<file path="src/design/wbma_pkg.sv">
`default_nettype none
// ----------------------------------------------------------------------------
// wbma_pkg
// Shared sizes, field positions and lane control type for the wrench
// baseline moving-average core.
// ----------------------------------------------------------------------------
package wbma_pkg;

   // window length, a power of two so that the floored mean is a shift
   localparam int WINDOW      = 64;
   localparam int WIN_LOG     = $clog2(WINDOW);
   localparam int AXES        = 6;
   localparam int SAMPLE_W    = 24;
   localparam int OUT_W       = 25;
   localparam int SUM_W       = SAMPLE_W + WIN_LOG;
   localparam int CNT_W       = $clog2(WINDOW + 1);
   localparam int SLOT_W      = WIN_LOG;

   localparam int FIFO_DEPTH  = 4;
   localparam int FPTR_W      = $clog2(FIFO_DEPTH);
   localparam int FCNT_W      = $clog2(FIFO_DEPTH + 1);

   localparam int REQ_DATA_W  = AXES * SAMPLE_W;
   localparam int REQ_USER_W  = 3;
   localparam int RES_W       = 2 * AXES * OUT_W;
   localparam int RSP_DATA_W  = ((RES_W + 7) / 8) * 8;

   // bit positions in req_tuser
   localparam int USER_OP      = 0;
   localparam int USER_PRESENT = 1;
   localparam int USER_INVALID = 2;

   // operation codes
   localparam logic OP_SAMPLE  = 1'b0;
   localparam logic OP_RESTART = 1'b1;

   typedef struct packed {
      logic              clear;
      logic              base_add;
      logic              base_capture;
      logic              ring_wr;
      logic [SLOT_W-1:0] slot;
      logic              s1_upd;
      logic              s1_sub;
   } lane_ctl_type;

endpackage
`default_nettype wire

</file>
<file path="src/design/wbma_merge.sv">
`default_nettype none
// ----------------------------------------------------------------------------
// wbma_merge
// Gathers the six lane results into one word and queues it for the
// output channel.
// ----------------------------------------------------------------------------
module wbma_merge
   import wbma_pkg::*;
(
   input  wire logic                       clock,
   input  wire logic                       reset,
   input  wire logic                       push,
   input  wire logic [AXES-1:0][OUT_W-1:0] ref_lanes,
   input  wire logic [AXES-1:0][OUT_W-1:0] mean_lanes,
   output logic                            rsp_tvalid,
   input  wire logic                       rsp_tready,
   output logic [RSP_DATA_W-1:0]           rsp_tdata,
   output logic [FCNT_W-1:0]               fifo_count
);

   logic [RES_W-1:0]  fifo_ff [FIFO_DEPTH];
   logic [RES_W-1:0]  word;
   logic [FPTR_W-1:0] wr_ptr_ff, wr_ptr_in;
   logic [FPTR_W-1:0] rd_ptr_ff, rd_ptr_in;
   logic [FCNT_W-1:0] count_ff, count_in;
   logic              pop;

   always_comb begin
      for (int a = 0; a < AXES; a++) begin
         word[a*OUT_W +: OUT_W]          = ref_lanes[a];
         word[(AXES+a)*OUT_W +: OUT_W]   = mean_lanes[a];
      end
   end

   assign rsp_tvalid = count_ff != '0;
   assign rsp_tdata  = RSP_DATA_W'(fifo_ff[rd_ptr_ff]);
   assign fifo_count = count_ff;
   assign pop        = rsp_tvalid && rsp_tready;

   always_comb begin
      wr_ptr_in = push ? wr_ptr_ff + 1'b1 : wr_ptr_ff;
      rd_ptr_in = pop ? rd_ptr_ff + 1'b1 : rd_ptr_ff;
      count_in  = count_ff + FCNT_W'(push) - FCNT_W'(pop);
   end

   always_ff @(posedge clock) begin
      if (push) begin
         fifo_ff[wr_ptr_ff] <= word;
      end
   end

   always_ff @(posedge clock) begin
      if (reset) begin
         wr_ptr_ff <= '0;
         rd_ptr_ff <= '0;
         count_ff  <= '0;
      end else begin
         wr_ptr_ff <= wr_ptr_in;
         rd_ptr_ff <= rd_ptr_in;
         count_ff  <= count_in;
      end
   end

endmodule
`default_nettype wire

</file>
<file path="config.mk">
export PLATFORM = sky130hd
export DESIGN_NAME = wbma_merge
export DESIGN_NICKNAME = d
export VERILOG_FILES = /design/src/design/wbma_pkg.sv /design/src/design/wbma_merge.sv
export SDC_FILE = /design/constraint.sdc
export NUM_CORES = 1
export LEC_CHECK = 0
export BUFFER_PORTS_ARGS = -buffer_cell sky130_fd_sc_hd__clkbuf_2
export CORE_ASPECT_RATIO = 0.5
export CORE_UTILIZATION = 60
export CTS_BUF_LIST = sky130_fd_sc_hd__clkbuf_2
export CTS_CLUSTER_SIZE = 24
export DETAILED_ROUTE_END_ITERATION = 10
export GPL_TIMING_DRIVEN = 0
export PLACE_DENSITY = 0.83
export SLEW_MARGIN = 0
export SYNTH_ARGS = -nofsm -noshare
export SYNTH_HDL_FRONTEND = slang
export SYNTH_SLANG_ARGS = --single-unit
</file>
<file path="constraint.sdc">
create_clock -name clock -period 22.5 [get_ports clock]
set_input_delay 2.25 -clock clock [delete_from_list [all_inputs] [get_ports clock]]
set_output_delay 2.25 -clock clock [all_outputs]
set_load 0.005 [all_outputs]
</file>
==> out/metrics.csv <==
metric;value;unit
hold_path.startpoint;wr_ptr_ff[1];
final_cell_area;51100;sq um
grt_max_degree;60;
synth-edff-count;1200;
r2r_start;wr_ptr_ff[0];
drive_gt1_frac;0.515;
syn_inst;1617;
power_density;96.0;nW/um^2
vias;21600;
track_usage;0.262;
leakagePower;0.0177;uW
max_freq;173;MHz
place_congestion;0.788;
grt_setup_unrepaired;false;
ios;612;
critPathKind;reg2out;
maxCapViolCount;0;
dp_cells;3205;
dieWidth;386;microns
ys_async_sr_fraction;0;
std_cell_rows;69;
synthTopCellsByArea;edfxtp_1 (82%), mux4_2 (15%), buf_12 (1.5%), dfxtp_1 (0.41%), buf_2 (0.34%);
dr.pass1.iters;7;
critical_path_arrival;3.53;ns
ctsResizeCount;0;
numCtsBuffers;240;
drc;0;
core_area;71800;sq um
layout_min_cycle_time;5.78;ns
nNetsFinal;2800;
worst_slew_pin_slew;0.884;ns
grt_pass1_vias;22500;
vias_per_cell;5.92;
synth-seq-area-share;0.821;
yosys.area.top_type;edfxtp_1;
grt_antenna_before_repair;29;
first_iter_violations;1858;
ys.warnings.count;0;
setup_viol;0;
wirelength;102000;microns
crit_required;20.25;ns
cts_tree;built;
ys_types;22;
cts_max_level;4;
clkTransAtPathRegs;0.13;ns
cts_sinks;1209;
synthTopCellsByCount;edfxtp_1 (1,200), mux4_2 (300), buf_12 (33);
hp-class;reg2reg;
wire_per_inst;28.1;microns
gr-total-overflow;0;
tns;0;ns
final-hold-violation-count;0;
cp_max_fo;10;
portBuffers;606;
design.die.area;74700;sq um
crit_path_start_kind;register;
grt_pass1_wl;140000;microns
slew_viol_final;0;
synth.cell_area;44100;sq um
maxSlewHeadroom;0.411;
dp_slack;18.14;ns
status;completed;
avgSynthCellArea;27.3;sq um
final_cells;3643;
cts_max_path_buffers;3;
initial_core_util;0.614;
synthFlopType;edfxtp_1;
synth-seq-cells;1209;
synth_top_area_frac;0.817;
ir_drop;52.8;uV
setup_ws;16.72;ns
period_share;0.257;
hold_buffers;0;
hpwl;63900;microns
post_cts_buffers;0;
fin_skew;0.0768;ns
drtAntennaViolNets;0;
area_growth;15.8;%
critPathCaptureType;primary output;
placed_cell_area;49000;sq um
cts-root-buf;clkbuf_2;
clk_latency;1.40;ns
yosysMostFrequentCell;edfxtp_1;
die_y;194;microns
sequential cells by signal (all words and copies together) (netlist names), named ones only:
register	cells
fifo_ff	1200
fifo_count	3
rd_ptr_ff	2
wr_ptr_ff	2
power breakdown:
group	leakage, uW	switching (uW)	internal, uW
Combinational	0.00498	506	525
Sequential	0.0111	32.9	2590
Clock	0.00158	801	452
metrics by stage:
step / hold slack, ns / util / power (uW)
after detailed placement: 0.589 / 0.682 / 3700
after global placement: 0.544 / 0.673 / 3710
after floorplan: 0.514 / - / 3300
after global routing: 0.681 / 0.712 / 5100
after CTS: 0.638 / 0.710 / 4920
final: 0.653 / 0.712 / 4910
critical path, stage by stage (launching register included):
cell	delay, ns
dfxtp_1	0.40
clkbuf_1	0.68
buf_2	0.46
mux4_2	0.40
clkbuf_2	0.18
cells by family (layout without fill, tap and decap cells):
kind of cell | Yosys count | after routing | synth area share
AOI/OAI and AO/OA | 2 | 2 | 0.000397
xor gates and xnor gates | 2 | 2 | 0.000737
DFF | 1209 | 1209 | 0.821
muxes | 304 | 304 | 0.154
other | 1 | 46 | 0.0000850
adders and majority gates | 7 | 7 | 0.00215
buffers and inverters | 78 | 1101 | 0.0202
and+or+nand+nor | 14 | 14 | 0.00170
area by class of cell:
type,count,area [sq um]
multi-input cells,333,7050
clock buffers,345,1730
well taps,958,1200
inverters,6,22.5
fillers,4167,20700
flip-flops and latches,1209,36200
clock inverters,51,327
diodes,42,105
plain buffers,72,867
repair buffers,627,3600
final timing paths:
path,to,slack [ns],cells past startpoint
min reg2reg,wr_ptr_ff[1],0.65,2
max reg2reg,fifo_ff[1][138],19.89,4
max,rsp_tdata[243],16.72,4
min,wr_ptr_ff[1],0.65,2
layer usage:
| metal | part of all wire | routed length (microns) | vias up | track usage |
|---|---|---|---|---|
| met1 | 0.33 | 33700 | 11200 | 0.289 |
| met5 | 0 | 0 | - | 0 |
| met3 | 0.053 | 5450 | 294 | 0.0524 |
| li1 | - | - | 8983 | - |
| met2 | 0.55 | 55900 | 1134 | 0.462 |
| met4 | 0.070 | 7130 | 0 | 0.175 |
placed cells by master (no fill, tap or decap), types with 9 or more instances in the layout:
| master | Yosys | final |
|---|---|---|
| diode_2 | 0 | 42 |
| clkbuf_2 | 0 | 951 |
| dfxtp_1 | 9 | 9 |
| buf_2 | 30 | 30 |
| clkinv_1 | 0 | 36 |
| mux4_2 | 300 | 300 |
| edfxtp_1 | 1200 | 1200 |
| buf_16 | 0 | 20 |
| buf_12 | 33 | 34 |
No activity file was read; power rests on OpenSTA's default activity.
