$ cat src/design/wbma_pkg.sv
`default_nettype none
// ----------------------------------------------------------------------------
// wbma_pkg
// Shared sizes, field positions and lane control type for the wrench
// baseline moving-average core.
// ----------------------------------------------------------------------------
package wbma_pkg;

   // window length, a power of two so that the floored mean is a shift
   localparam int WINDOW      = 64;
   localparam int WIN_LOG     = $clog2(WINDOW);
   localparam int AXES        = 6;
   localparam int SAMPLE_W    = 24;
   localparam int OUT_W       = 25;
   localparam int SUM_W       = SAMPLE_W + WIN_LOG;
   localparam int CNT_W       = $clog2(WINDOW + 1);
   localparam int SLOT_W      = WIN_LOG;

   localparam int FIFO_DEPTH  = 4;
   localparam int FPTR_W      = $clog2(FIFO_DEPTH);
   localparam int FCNT_W      = $clog2(FIFO_DEPTH + 1);

   localparam int REQ_DATA_W  = AXES * SAMPLE_W;
   localparam int REQ_USER_W  = 3;
   localparam int RES_W       = 2 * AXES * OUT_W;
   localparam int RSP_DATA_W  = ((RES_W + 7) / 8) * 8;

   // bit positions in req_tuser
   localparam int USER_OP      = 0;
   localparam int USER_PRESENT = 1;
   localparam int USER_INVALID = 2;

   // operation codes
   localparam logic OP_SAMPLE  = 1'b0;
   localparam logic OP_RESTART = 1'b1;

   typedef struct packed {
      logic              clear;
      logic              base_add;
      logic              base_capture;
      logic              ring_wr;
      logic [SLOT_W-1:0] slot;
      logic              s1_upd;
      logic              s1_sub;
   } lane_ctl_type;

endpackage
`default_nettype wire

$ cat src/design/wbma_lane.sv
`default_nettype none
// ----------------------------------------------------------------------------
// wbma_lane
// One axis: baseline accumulator and mean, sample ring, running window sum
// and the two result differences.
// ----------------------------------------------------------------------------
module wbma_lane
   import wbma_pkg::*;
(
   input  wire logic                       clock,
   input  wire logic                       reset,
   input  wire lane_ctl_type               lane_ctl,
   input  wire logic signed [SAMPLE_W-1:0] sample,
   output logic signed [OUT_W-1:0]         vs_ref,
   output logic signed [OUT_W-1:0]         vs_mean
);

   logic [SAMPLE_W-1:0]        ring_mem [WINDOW];

   logic signed [SUM_W-1:0]    base_sum_ff, base_sum_in;
   logic signed [SAMPLE_W-1:0] base_mean_ff, base_mean_in;
   logic signed [SUM_W-1:0]    win_sum_ff, win_sum_in;
   logic signed [SUM_W-1:0]    base_sum_next;
   logic signed [SUM_W-1:0]    base_shift;

   logic signed [SAMPLE_W-1:0] s1_old_ff;
   logic signed [SAMPLE_W-1:0] s1_x_ff;
   logic signed [SAMPLE_W-1:0] s1_base_ff;
   logic signed [SUM_W-1:0]    sub_val;
   logic signed [SUM_W-1:0]    sum_new;

   logic signed [SUM_W-1:0]    s2_sum_ff;
   logic signed [SAMPLE_W-1:0] s2_x_ff;
   logic signed [SAMPLE_W-1:0] s2_base_ff;
   logic signed [SUM_W-1:0]    win_shift;
   logic signed [SAMPLE_W-1:0] win_mean;

   // ring: read-first so the slot's oldest sample comes out as it is replaced
   always_ff @(posedge clock) begin
      if (lane_ctl.ring_wr) begin
         ring_mem[lane_ctl.slot] <= sample;
         s1_old_ff               <= ring_mem[lane_ctl.slot];
         s1_x_ff                 <= sample;
         s1_base_ff              <= base_mean_ff;
      end
   end

   always_comb begin
      base_sum_next = base_sum_ff + SUM_W'(sample);
      base_shift    = base_sum_next >>> WIN_LOG;
      sub_val       = lane_ctl.s1_sub ? SUM_W'(s1_old_ff) : SUM_W'(0);
      sum_new       = win_sum_ff + SUM_W'(s1_x_ff) - sub_val;

      base_sum_in  = base_sum_ff;
      base_mean_in = base_mean_ff;
      win_sum_in   = win_sum_ff;
      if (lane_ctl.clear) begin
         base_sum_in  = '0;
         base_mean_in = '0;
         win_sum_in   = '0;
      end else begin
         if (lane_ctl.base_add) begin
            base_sum_in = base_sum_next;
         end
         if (lane_ctl.base_capture) begin
            base_mean_in = base_shift[SAMPLE_W-1:0];
            win_sum_in   = '0;
         end else if (lane_ctl.s1_upd) begin
            win_sum_in = sum_new;
         end
      end
   end

   always_ff @(posedge clock) begin
      if (reset) begin
         base_sum_ff  <= '0;
         base_mean_ff <= '0;
         win_sum_ff   <= '0;
      end else begin
         base_sum_ff  <= base_sum_in;
         base_mean_ff <= base_mean_in;
         win_sum_ff   <= win_sum_in;
      end
   end

   always_ff @(posedge clock) begin
      if (lane_ctl.s1_upd) begin
         s2_sum_ff  <= sum_new;
         s2_x_ff    <= s1_x_ff;
         s2_base_ff <= s1_base_ff;
      end
   end

   // floored window mean and the two differences
   always_comb begin
      win_shift = s2_sum_ff >>> WIN_LOG;
      win_mean  = win_shift[SAMPLE_W-1:0];
      vs_ref    = OUT_W'(win_mean) - OUT_W'(s2_base_ff);
      vs_mean   = OUT_W'(s2_x_ff) - OUT_W'(win_mean);
   end

endmodule
`default_nettype wire

$ cat config.mk
export PLATFORM = sky130hd
export DESIGN_NAME = wbma_lane
export DESIGN_NICKNAME = d
export VERILOG_FILES = /design/src/design/wbma_pkg.sv /design/src/design/wbma_lane.sv
export SDC_FILE = /design/constraint.sdc
export NUM_CORES = 2
export LEC_CHECK = 0
export BUFFER_PORTS_ARGS = -buffer_cell sky130_fd_sc_hd__buf_4
export CORE_UTILIZATION = 40
export DETAILED_ROUTE_END_ITERATION = 6
export PLACE_DENSITY = 0.57
export SLEW_MARGIN = 10
export SYNTH_ARGS = -nofsm -noshare
export SYNTH_HDL_FRONTEND = slang
export SYNTH_SLANG_ARGS = --single-unit
$ cat constraint.sdc
create_clock -name clock -period 11.7 [get_ports clock]
set_input_delay 2.34 -clock clock [delete_from_list [all_inputs] [get_ports clock]]
set_output_delay 2.34 -clock clock [all_outputs]
set_load 0.01 [all_outputs]
==> impl_metrics.yaml <==
status:
  status: "complete, but fails checks"
  violations: "design-rule violations"
cts:
  clockRootBuffer: "clkbuf_16"
  cts_sinks: 1764
  htreeDepth: 4
  hold_buffers: 0
  cts_tree: "built"
  cts_buffers: 181
  cts_setup_buffers: 0
  clock_latency_ns: 0.83
  cts_resized: 0
  clk_pin_slew_ns: 0.06
  cts_max_path_buffers: 3
sta:
  setup_slack_ns: 5.33
  post-route-period-util_pct: 54.4
  slew_headroom_pct: 18.5
  rsz0062_at_grt: "no"
  finClkSkew_ns: 0.0402
  tightestPinTransition_ns: 1.19
  period_needed_ns: 6.37
  max_freq_mhz: 157
  hold_violations: 0
  drv_slew: 0
  setup_tns_ns: 0
  final-setup-viol-count: 0
cells_and_area:
  drive_gt1_share_pct: 16.5
  nets: 4920
  syn2layout_area_growth_pct: 13.3
detailed_routing:
  via_per_inst: 6.00
  routedWlPerCell_um: 31.5
  drt_wl_total_mm: 229
  detail-route-antenna-nets: 0
  drc: 2
  vias: 43500
  first_pass_iters: 7
  drtIter0Drc: 5705
die:
  rows: 155
  coreArea_um2: 179000
  io_pins: 88
  die_h_um: 428
  dieArea_um2: 183000
  dieWidth_um: 428
  start_util_pct: 40.5
power:
  p_sw_mw: 3.82
  vdd_drop_max_mv: 0.156
  p_comb_share_pct: 14.1
  p_seq_share_pct: 48.6
  p_int_mw: 10.9
  power.density_nw_per_um2: 179
  clkPwrFrac_pct: 37.3
  switching_share_pct: 25.9
  p_leak_nw: 27.7
worst_setup_path:
  path_max_fanout: 4
  worstPathArrival_ns: 4.03
  regToRegSetupSlack_ns: 7.54
  cp.required_ns: 9.36
  crit_type: "reg2out"
  cp-end-kind: "primary output"
  start_kind: "flip-flop"
yosys:
  postSynthRegisterBits: 1764
  synth_cell_types: 79
  ys_warn_count: 0
  ys.flop_type: "edfxtp_1"
  synth_area_um2: 72600
  synth_area_leaders: "edfxtp_1 69%, mux4_2 3.2%, mux2i_1 2.5%"
  yosysMostFrequentCell: "edfxtp_1"
  synth_edf_count: 1680
  synth_top_area_share_pct: 69.5
  yosys-top-cells-count: "1680 x edfxtp_1, 320 x nor2_1, 252 x a21oi_1"
  synth_area_leader_cell: "edfxtp_1"
  syn_area_per_cell_um2: 15.9
  synthCells: 4571
  seq_area_frac_synth_pct: 71.8
  async_flop_share_pct: 0
  syn_nets: 4748
global_route:
  grt_max_degree: 101
  grt_overflow: 0
  grt_pass1_vias: 41600
  grt_pass1_wl_mm: 319
  grt_usage_pct: 24.5
  antenna_found_initial: 23
min_path:
  hold_class: "reg2reg"
placed_design:
  gp_congestion: 0.959
  place_ws_ns: 5.04
  hpwlAfterDp_mm: 140
  port_buffers: 87
flow_run:
  cap_violations: 0
[worst paths after layout]
check	start	endpoint	cells after the start
hold reg to reg	s1_base_ff[7]$_DFFE_PP_	s2_base_ff[7]$_DFFE_PP_	0
hold / removal	s1_base_ff[7]$_DFFE_PP_	s2_base_ff[7]$_DFFE_PP_	0
setup / recovery	s2_sum_ff[6]$_DFFE_PP_	vs_mean[24]	13
setup reg to reg	s1_old_ff[0]$_DFFE_PP_	s2_sum_ff[28]$_DFFE_PP_	15
[area by class of cell]
type / instances / area, um2
Sequential cell: 1764 / 52100
Antenna cell: 15 / 37.5
Timing Repair Buffer: 237 / 1840
Clock buffer: 239 / 4840
Inverter: 202 / 759
Fill cell: 15500 / 97100
Tap cell: 2355 / 2950
Multi-Input combinational cell: 2357 / 18900
Clock inverter: 86 / 747
[sequential cells by signal, summed over array words and instances, names as in the netlist]
signal,cells
s1_x_ff,24
s2_base_ff,24
s2_x_ff,24
win_sum_ff,30
ring_mem,1536
base_sum_ff,30
s1_old_ff,24
s1_base_ff,24
s2_sum_ff,24
base_mean_ff,24
[placed cells by master, fill, tap and decap left out, drive strengths merged, types with 39 or more instances in the layout]
| cell type | count |
|---|---|
| a221oi | 170 |
| ha | 107 |
| a211oi | 39 |
| nand2 | 95 |
| a22oi | 159 |
| dfxtp | 84 |
| a21o | 47 |
| clkbuf | 239 |
| buf | 237 |
| mux4 | 104 |
| nor2 | 320 |
| o22ai | 50 |
| edfxtp | 1680 |
| mux2i | 184 |
| clkinv | 73 |
| mux2 | 131 |
| inv | 205 |
| o21ai | 151 |
| nand3 | 50 |
| a21oi | 252 |
| xnor2 | 65 |
[critical path, cell delays in order (launching register included)]
cell,delay [ns]
edfxtp_1,0.52
ha_1,0.29
fa_1,0.42
nor2b_1,0.14
o21a_1,0.14
o21ai_1,0.09
a2111oi_1,0.36
buf_4,0.20
o21ai_0,0.10
o21ai_1,0.32
a21o_1,0.19
nand3_1,0.08
a31o_2,0.24
buf_4,0.14
[power by group through the flow]
stage	clock network, mW	logic [mW]	registers [mW]
after floorplan	0	1.26	7.22
after global placement	0	2.06	7.30
after detailed placement	0	2.07	7.30
after CTS	5.58	2.08	7.17
after global routing	5.82	2.26	7.17
final	5.51	2.09	7.17
[logic make-up (layout without fill, tap and decap cells)]
family	after synthesis	after routing	share of synthesized area, %
flops	1764	1764	71.8
xor+xnor	90	90	1.09
compound gates	1048	1048	9.87
buf+inv	450	764	2.49
mux	419	419	7.79
simple gates	661	661	4.24
other cells	0	15	0
fa+ha+maj	139	139	2.73
[per-stage QoR]
stage | cell area, um2 | hold slack, ns | power (mW) | std cells | utilization [%]
detailed placement | 76600 | 0.405 | 9.37 | 6915 | 42.7
global route | 82200 | 0.425 | 15.2 | 7244 | 45.8
finish | 82200 | 0.416 | 14.8 | 7255 | 45.8
global placement | 76600 | 0.403 | 9.35 | 6915 | 42.7
floorplan | 72600 | 0.400 | 8.48 | 4571 | -
CTS | 82200 | 0.419 | 14.8 | 7240 | 45.8
[per-layer routing]
layer	part of all wire (%)	routed length [um]	global-route usage, %
met1	40	90800	33.2
met2	45	104000	37.4
met3	10	23700	5.79
met4	4.5	10300	11.1
met5	0.11	261	0
No activity file was read; power rests on OpenSTA's default activity.
