[src/design/wbma_pkg.sv]
`default_nettype none
// ----------------------------------------------------------------------------
// wbma_pkg
// Shared sizes, field positions and lane control type for the wrench
// baseline moving-average core.
// ----------------------------------------------------------------------------
package wbma_pkg;

   // window length, a power of two so that the floored mean is a shift
   localparam int WINDOW      = 64;
   localparam int WIN_LOG     = $clog2(WINDOW);
   localparam int AXES        = 6;
   localparam int SAMPLE_W    = 24;
   localparam int OUT_W       = 25;
   localparam int SUM_W       = SAMPLE_W + WIN_LOG;
   localparam int CNT_W       = $clog2(WINDOW + 1);
   localparam int SLOT_W      = WIN_LOG;

   localparam int FIFO_DEPTH  = 4;
   localparam int FPTR_W      = $clog2(FIFO_DEPTH);
   localparam int FCNT_W      = $clog2(FIFO_DEPTH + 1);

   localparam int REQ_DATA_W  = AXES * SAMPLE_W;
   localparam int REQ_USER_W  = 3;
   localparam int RES_W       = 2 * AXES * OUT_W;
   localparam int RSP_DATA_W  = ((RES_W + 7) / 8) * 8;

   // bit positions in req_tuser
   localparam int USER_OP      = 0;
   localparam int USER_PRESENT = 1;
   localparam int USER_INVALID = 2;

   // operation codes
   localparam logic OP_SAMPLE  = 1'b0;
   localparam logic OP_RESTART = 1'b1;

   typedef struct packed {
      logic              clear;
      logic              base_add;
      logic              base_capture;
      logic              ring_wr;
      logic [SLOT_W-1:0] slot;
      logic              s1_upd;
      logic              s1_sub;
   } lane_ctl_type;

endpackage
`default_nettype wire

[src/design/wbma_ctrl.sv]
`default_nettype none
// ----------------------------------------------------------------------------
// wbma_ctrl
// Sequencing for the axis lanes: baseline count, ring fill and slot,
// result flags down the pipe and input flow control from output credit.
// ----------------------------------------------------------------------------
module wbma_ctrl
   import wbma_pkg::*;
(
   input  wire logic                  clock,
   input  wire logic                  reset,
   input  wire logic                  req_tvalid,
   output logic                       req_tready,
   input  wire logic [REQ_USER_W-1:0] req_tuser,
   input  wire logic [FCNT_W-1:0]     fifo_count,
   output lane_ctl_type               lane_ctl,
   output logic                       push
);

   logic              base_ready_ff, base_ready_in;
   logic [CNT_W-1:0]  base_count_ff, base_count_in;
   logic [CNT_W-1:0]  fill_ff, fill_in;
   logic [SLOT_W-1:0] slot_ff, slot_in;
   logic              s1_upd_ff, s1_upd_in;
   logic              s1_sub_ff, s1_sub_in;
   logic              s1_emit_ff, s1_emit_in;
   logic              s2_emit_ff;
   logic [FCNT_W-1:0] occupancy;
   logic              accept;
   logic              sample_ok;

   // words already committed to the output queue
   assign occupancy  = fifo_count + FCNT_W'(s1_emit_ff) + FCNT_W'(s2_emit_ff);
   assign req_tready = occupancy < FCNT_W'(FIFO_DEPTH);
   assign accept     = req_tvalid && req_tready;
   assign sample_ok  = (req_tuser[USER_OP] == OP_SAMPLE) && req_tuser[USER_PRESENT]
                       && !req_tuser[USER_INVALID];
   assign push       = s2_emit_ff;

   always_comb begin
      base_ready_in         = base_ready_ff;
      base_count_in         = base_count_ff;
      fill_in               = fill_ff;
      slot_in               = slot_ff;
      s1_upd_in             = 1'b0;
      s1_sub_in             = 1'b0;
      s1_emit_in            = 1'b0;
      lane_ctl.clear        = 1'b0;
      lane_ctl.base_add     = 1'b0;
      lane_ctl.base_capture = 1'b0;
      lane_ctl.ring_wr      = 1'b0;
      lane_ctl.slot         = slot_ff;
      lane_ctl.s1_upd       = s1_upd_ff;
      lane_ctl.s1_sub       = s1_sub_ff;
      if (accept && (req_tuser[USER_OP] == OP_RESTART)) begin
         base_ready_in  = 1'b0;
         base_count_in  = '0;
         fill_in        = '0;
         slot_in        = '0;
         lane_ctl.clear = 1'b1;
      end else if (accept && sample_ok && !base_ready_ff) begin
         lane_ctl.base_add = 1'b1;
         base_count_in     = base_count_ff + 1'b1;
         if (base_count_in == CNT_W'(WINDOW)) begin
            lane_ctl.base_capture = 1'b1;
            base_ready_in         = 1'b1;
            fill_in               = '0;
            slot_in               = '0;
         end
      end else if (accept && sample_ok) begin
         lane_ctl.ring_wr = 1'b1;
         s1_upd_in        = 1'b1;
         s1_sub_in        = (fill_ff == CNT_W'(WINDOW));
         if (!s1_sub_in) begin
            fill_in = fill_ff + 1'b1;
         end
         s1_emit_in = (fill_in == CNT_W'(WINDOW));
         slot_in    = slot_ff + 1'b1;
      end
   end

   always_ff @(posedge clock) begin
      if (reset) begin
         base_ready_ff <= 1'b0;
         base_count_ff <= '0;
         fill_ff       <= '0;
         slot_ff       <= '0;
         s1_upd_ff     <= 1'b0;
         s1_sub_ff     <= 1'b0;
         s1_emit_ff    <= 1'b0;
         s2_emit_ff    <= 1'b0;
      end else begin
         base_ready_ff <= base_ready_in;
         base_count_ff <= base_count_in;
         fill_ff       <= fill_in;
         slot_ff       <= slot_in;
         s1_upd_ff     <= s1_upd_in;
         s1_sub_ff     <= s1_sub_in;
         s1_emit_ff    <= s1_emit_in;
         s2_emit_ff    <= s1_emit_ff;
      end
   end

endmodule
`default_nettype wire

[config.mk]
export PLATFORM = sky130hd
export DESIGN_NAME = wbma_ctrl
export DESIGN_NICKNAME = d
export VERILOG_FILES = /design/src/design/wbma_pkg.sv /design/src/design/wbma_ctrl.sv
export SDC_FILE = /design/constraint.sdc
export NUM_CORES = 1
export LEC_CHECK = 0
export BUFFER_PORTS_ARGS = -buffer_cell sky130_fd_sc_hd__buf_2
export CORE_ASPECT_RATIO = 1.75
export CORE_UTILIZATION = 30
export CTS_CLUSTER_DIAMETER = 100
export DETAILED_ROUTE_END_ITERATION = 8
export GPL_TIMING_DRIVEN = 0
export HOLD_SLACK_MARGIN = 0.08
export PLACE_DENSITY = 0.59
export RECOVER_POWER = 50
export SYNTH_ARGS = -nofsm -noshare
export SYNTH_HDL_FRONTEND = slang
export SYNTH_SLANG_ARGS = --single-unit
export TNS_END_PERCENT = 10
[constraint.sdc]
create_clock -name clock -period 1.9 [get_ports clock]
set_input_delay 0.19 -clock clock [delete_from_list [all_inputs] [get_ports clock]]
set_output_delay 0.19 -clock clock [all_outputs]
set_load 0.1 [all_outputs]
==> key figures <==
STA
  – Final setup violation count: 8
  – RSZ-0062 raised after global routing: true
  – Worst slew margin: 0.6411
  – Final hold vios: 0
  – WHS: 0.2135 ns
  – Slew Limit Fails: 0
  – Final period util: 1.031
  – Worst-margin pin slew: 0.5407 ns
  – Final worst slack: -0.05959 ns
  – Layout Skew: 0.005116 ns
  – Min Clock Period, post-route: 1.960 ns
  – F_max: 510.3 MHz

Die
  – Ports: 23
  – Initial core utilization: 0.3105
  – Die extent in x: 52.81 um
  – Die area: 4800 um2
  – Core Area: 4364 um2
  – Row count: 32
  – Die height: 90.91 um

Placed design
  – Dpl hpwl: 2175 um
  – Post-DP Area: 1559 um2
  – Port-buffer cells: 22
  – Placer's final routability congestion estimate: 0.7665

Detailed routing
  – Routed Antenna Nets: 0
  – Drt wl/cell: 12.51 um
  – DR vias/cell: 5.180
  – DRC viols: 0
  – DR pass1 iterations: 4
  – Via count: 1181
  – DR iter-0 viols: 27
  – Post-Route WL: 2852 um

Worst hold path
  – Worst hold path class: primary input to register

Global routing
  – Largest net degree at the start of global routing: 15
  – Global Route Usage Sum: 0.1265
  – Initial antenna violation count: 0
  – Vias in the first global route: 1083
  – First-pass GRT wire length: 4685 um
  – GRT overflow: 0

Clock tree
  – Cts hold-fix bufs: 0
  – # clock sinks: 25
  – CTS tree: yes
  – Clock latency on the worst-skew pair: 0.27 ns
  – H-Tree Depth: 1
  – Root buffer cell: clkbuf_8
  – Clock Tree Buf Depth: 2
  – Cts bufs inserted: 3
  – Clock Pin Slew Worst Setup and Hold Paths: 0.09 ns

Yosys
  – Synth Area per Inst: 9.218 um2
  – Share of the synthesized area in the top cell type: 0.3693
  – Synth cell count leaders: dfxtp_1 (25), nand3_1 (13), nor2_1 (13)
  – Post-synthesis sequential area ratio: 0.3693
  – Ys async rst share: 0
  – Post-synth cell types: 42
  – Post-synth top area cell: dfxtp_1
  – Post-Syn Instances: 147
  – Top FF cell, synth: dfxtp_1
  – EDFF count, synth: 0
  – Syn_nets: 161
  – Mapped Area: 1355 um2
  – #FFs+latches synth: 25
  – Most frequent cell after synthesis: dfxtp_1
  – Ys Warns: 0
  – Synth top area cells: dfxtp_1 (37%), nand3_1 (4.8%), ha_1 (4.6%), nor2_1 (3.6%), a21oi_1 (3.3%)

Setup path
  – Crit path max fanout: 4
  – Worst Path Required: 1.71 ns
  – Worst setup EP type: output port
  – Startpoint types: register
  – Worst path max stage delay: 0.36 ns
  – CP Cell Sequence: ha_4 > and3_4 > o22ai_4 > nor4_4 > buf_6
  – CP max stage cell: dfxtp_4
  – CP Data Arrival Time: 1.77 ns
  – Worst Setup Path Type: register to output port
  – Worst R2R Setup Slack: -0.03 ns

Run status
  – Status: finished, violations left
  – Failing checks: negative setup slack

Finish
  – Fillers: 472
  – Post-route cell area: 1700 um2
  – Share of cells above drive strength 1: 0.2938
  – Total inserted antenna cells: 0
  – Area Overhead vs Synth: 25.48%
  – NumNets Final: 192

Run
  – Max-cap violations: 0

Power and ir drop
  – Leakage: 0.6563 nW
  – Maximum vdd drop: 0.4541 mV
  – PD cells: 541.2 nW/um2
[placed cells by master (no fill, tap or decap), types with 5 or more instances in the layout]
cell / count
clkbuf_2: 8
a31oi_1: 7
xor2_1: 5
xnor2_1: 5
dfxtp_1: 24
nand3_1: 13
buf_6: 6
a21oi_1: 8
buf_2: 9
nand2_1: 8
nor2_1: 11
buf_4: 5
[stage by stage]
stage	utilization	TNS [ns]	total power [mW]	worst slack (ns)	cells
floorplan	-	-18.85	0.5835	-1.018	147
global placement	0.3572	-0.8538	0.6061	-0.2063	220
detailed placement	0.3572	-0.9964	0.6069	-0.2191	220
CTS	0.3859	-0.4129	0.9295	-0.08196	228
global route	0.3896	-1.055	0.9605	-0.1351	228
finish	0.3896	-0.2959	0.9203	-0.05959	228
[area by class of cell]
| type | instances | area (um2) | share of cell area |
|---|---|---|---|
| Multi-Input combinational cell | 113 | 842.1 | 0.4952 |
| Sequential cell | 25 | 504.2 | 0.2965 |
| Timing Repair Buffer | 26 | 183.9 | 0.1082 |
| Tap cell | 51 | 63.81 | 0.03753 |
| Clock buffer | 3 | 41.29 | 0.02428 |
| Buffer | 4 | 41.29 | 0.02428 |
| Inverter | 5 | 18.77 | 0.01104 |
| Clock inverter | 1 | 5.005 | 0.002943 |
[routing by layer]
metal  share of wire  vias to the layer above  track usage
met5               0                        -            0
met4          0.0063                        0      0.03289
met3           0.025                        2      0.01515
met2            0.52                       21       0.2257
met1            0.44                      563       0.1519
li1                -                      595            -
[kinds of logic after synthesis]
logic type / Yosys count / synth area share
AOI/OAI and AO/OA: 26 / 0.1330
xor gates and xnor gates: 10 / 0.06463
adders and majority gates: 5 / 0.04617
buffers and inverters: 9 / 0.03693
DFF: 25 / 0.3693
muxes: 3 / 0.02677
and+or+nand+nor: 69 / 0.3232
[registers in the layout (all words and copies together), names as in the netlist]
| signal | count |
|---|---|
| s1_upd_ff | 1 |
| push | 1 |
| s1_emit_ff | 1 |
| slot_ff | 6 |
| s1_sub_ff | 1 |
| fill_ff | 7 |
| base_ready_ff | 1 |
| base_count_ff | 7 |
[worst max-delay path, delay by kind of cell, from the launching register on]
| family | cells | cell delay, ns |
|---|---|---|
| buffers and inverters | 1 | 0.27 |
| adder cells (fa/ha/maj) | 1 | 0.27 |
| AND/OR/NAND/NOR | 2 | 0.50 |
| AO/OA/AOI/OAI | 1 | 0.10 |
| flip-flops | 1 | 0.36 |
[worst paths after layout]
path,from,to,cells after the start
min,reset,push,2
min reg2reg,base_count_ff[1],base_count_ff[1],2
max,push,lane_ctl[9],5
max reg2reg,push,fill_ff[3],7
[power breakdown]
part | total [mW] | internal, mW | switching (mW) | leakage, nW
registers | 0.523 | 0.522 | 0.000389 | 0.202
clock network | 0.316 | 0.146 | 0.169 | 0.0255
logic | 0.0816 | 0.0299 | 0.0517 | 0.429
[timing repair]
item                                    CTS  global route
buffers inserted                          4             0
pin swaps                                 3             8
endpoints found under the hold margin     0             0
cloned                                    0             0
endpoints found under the setup margin   16            26
resized for setup                        16             5
Power figures use the tool's default switching activity.
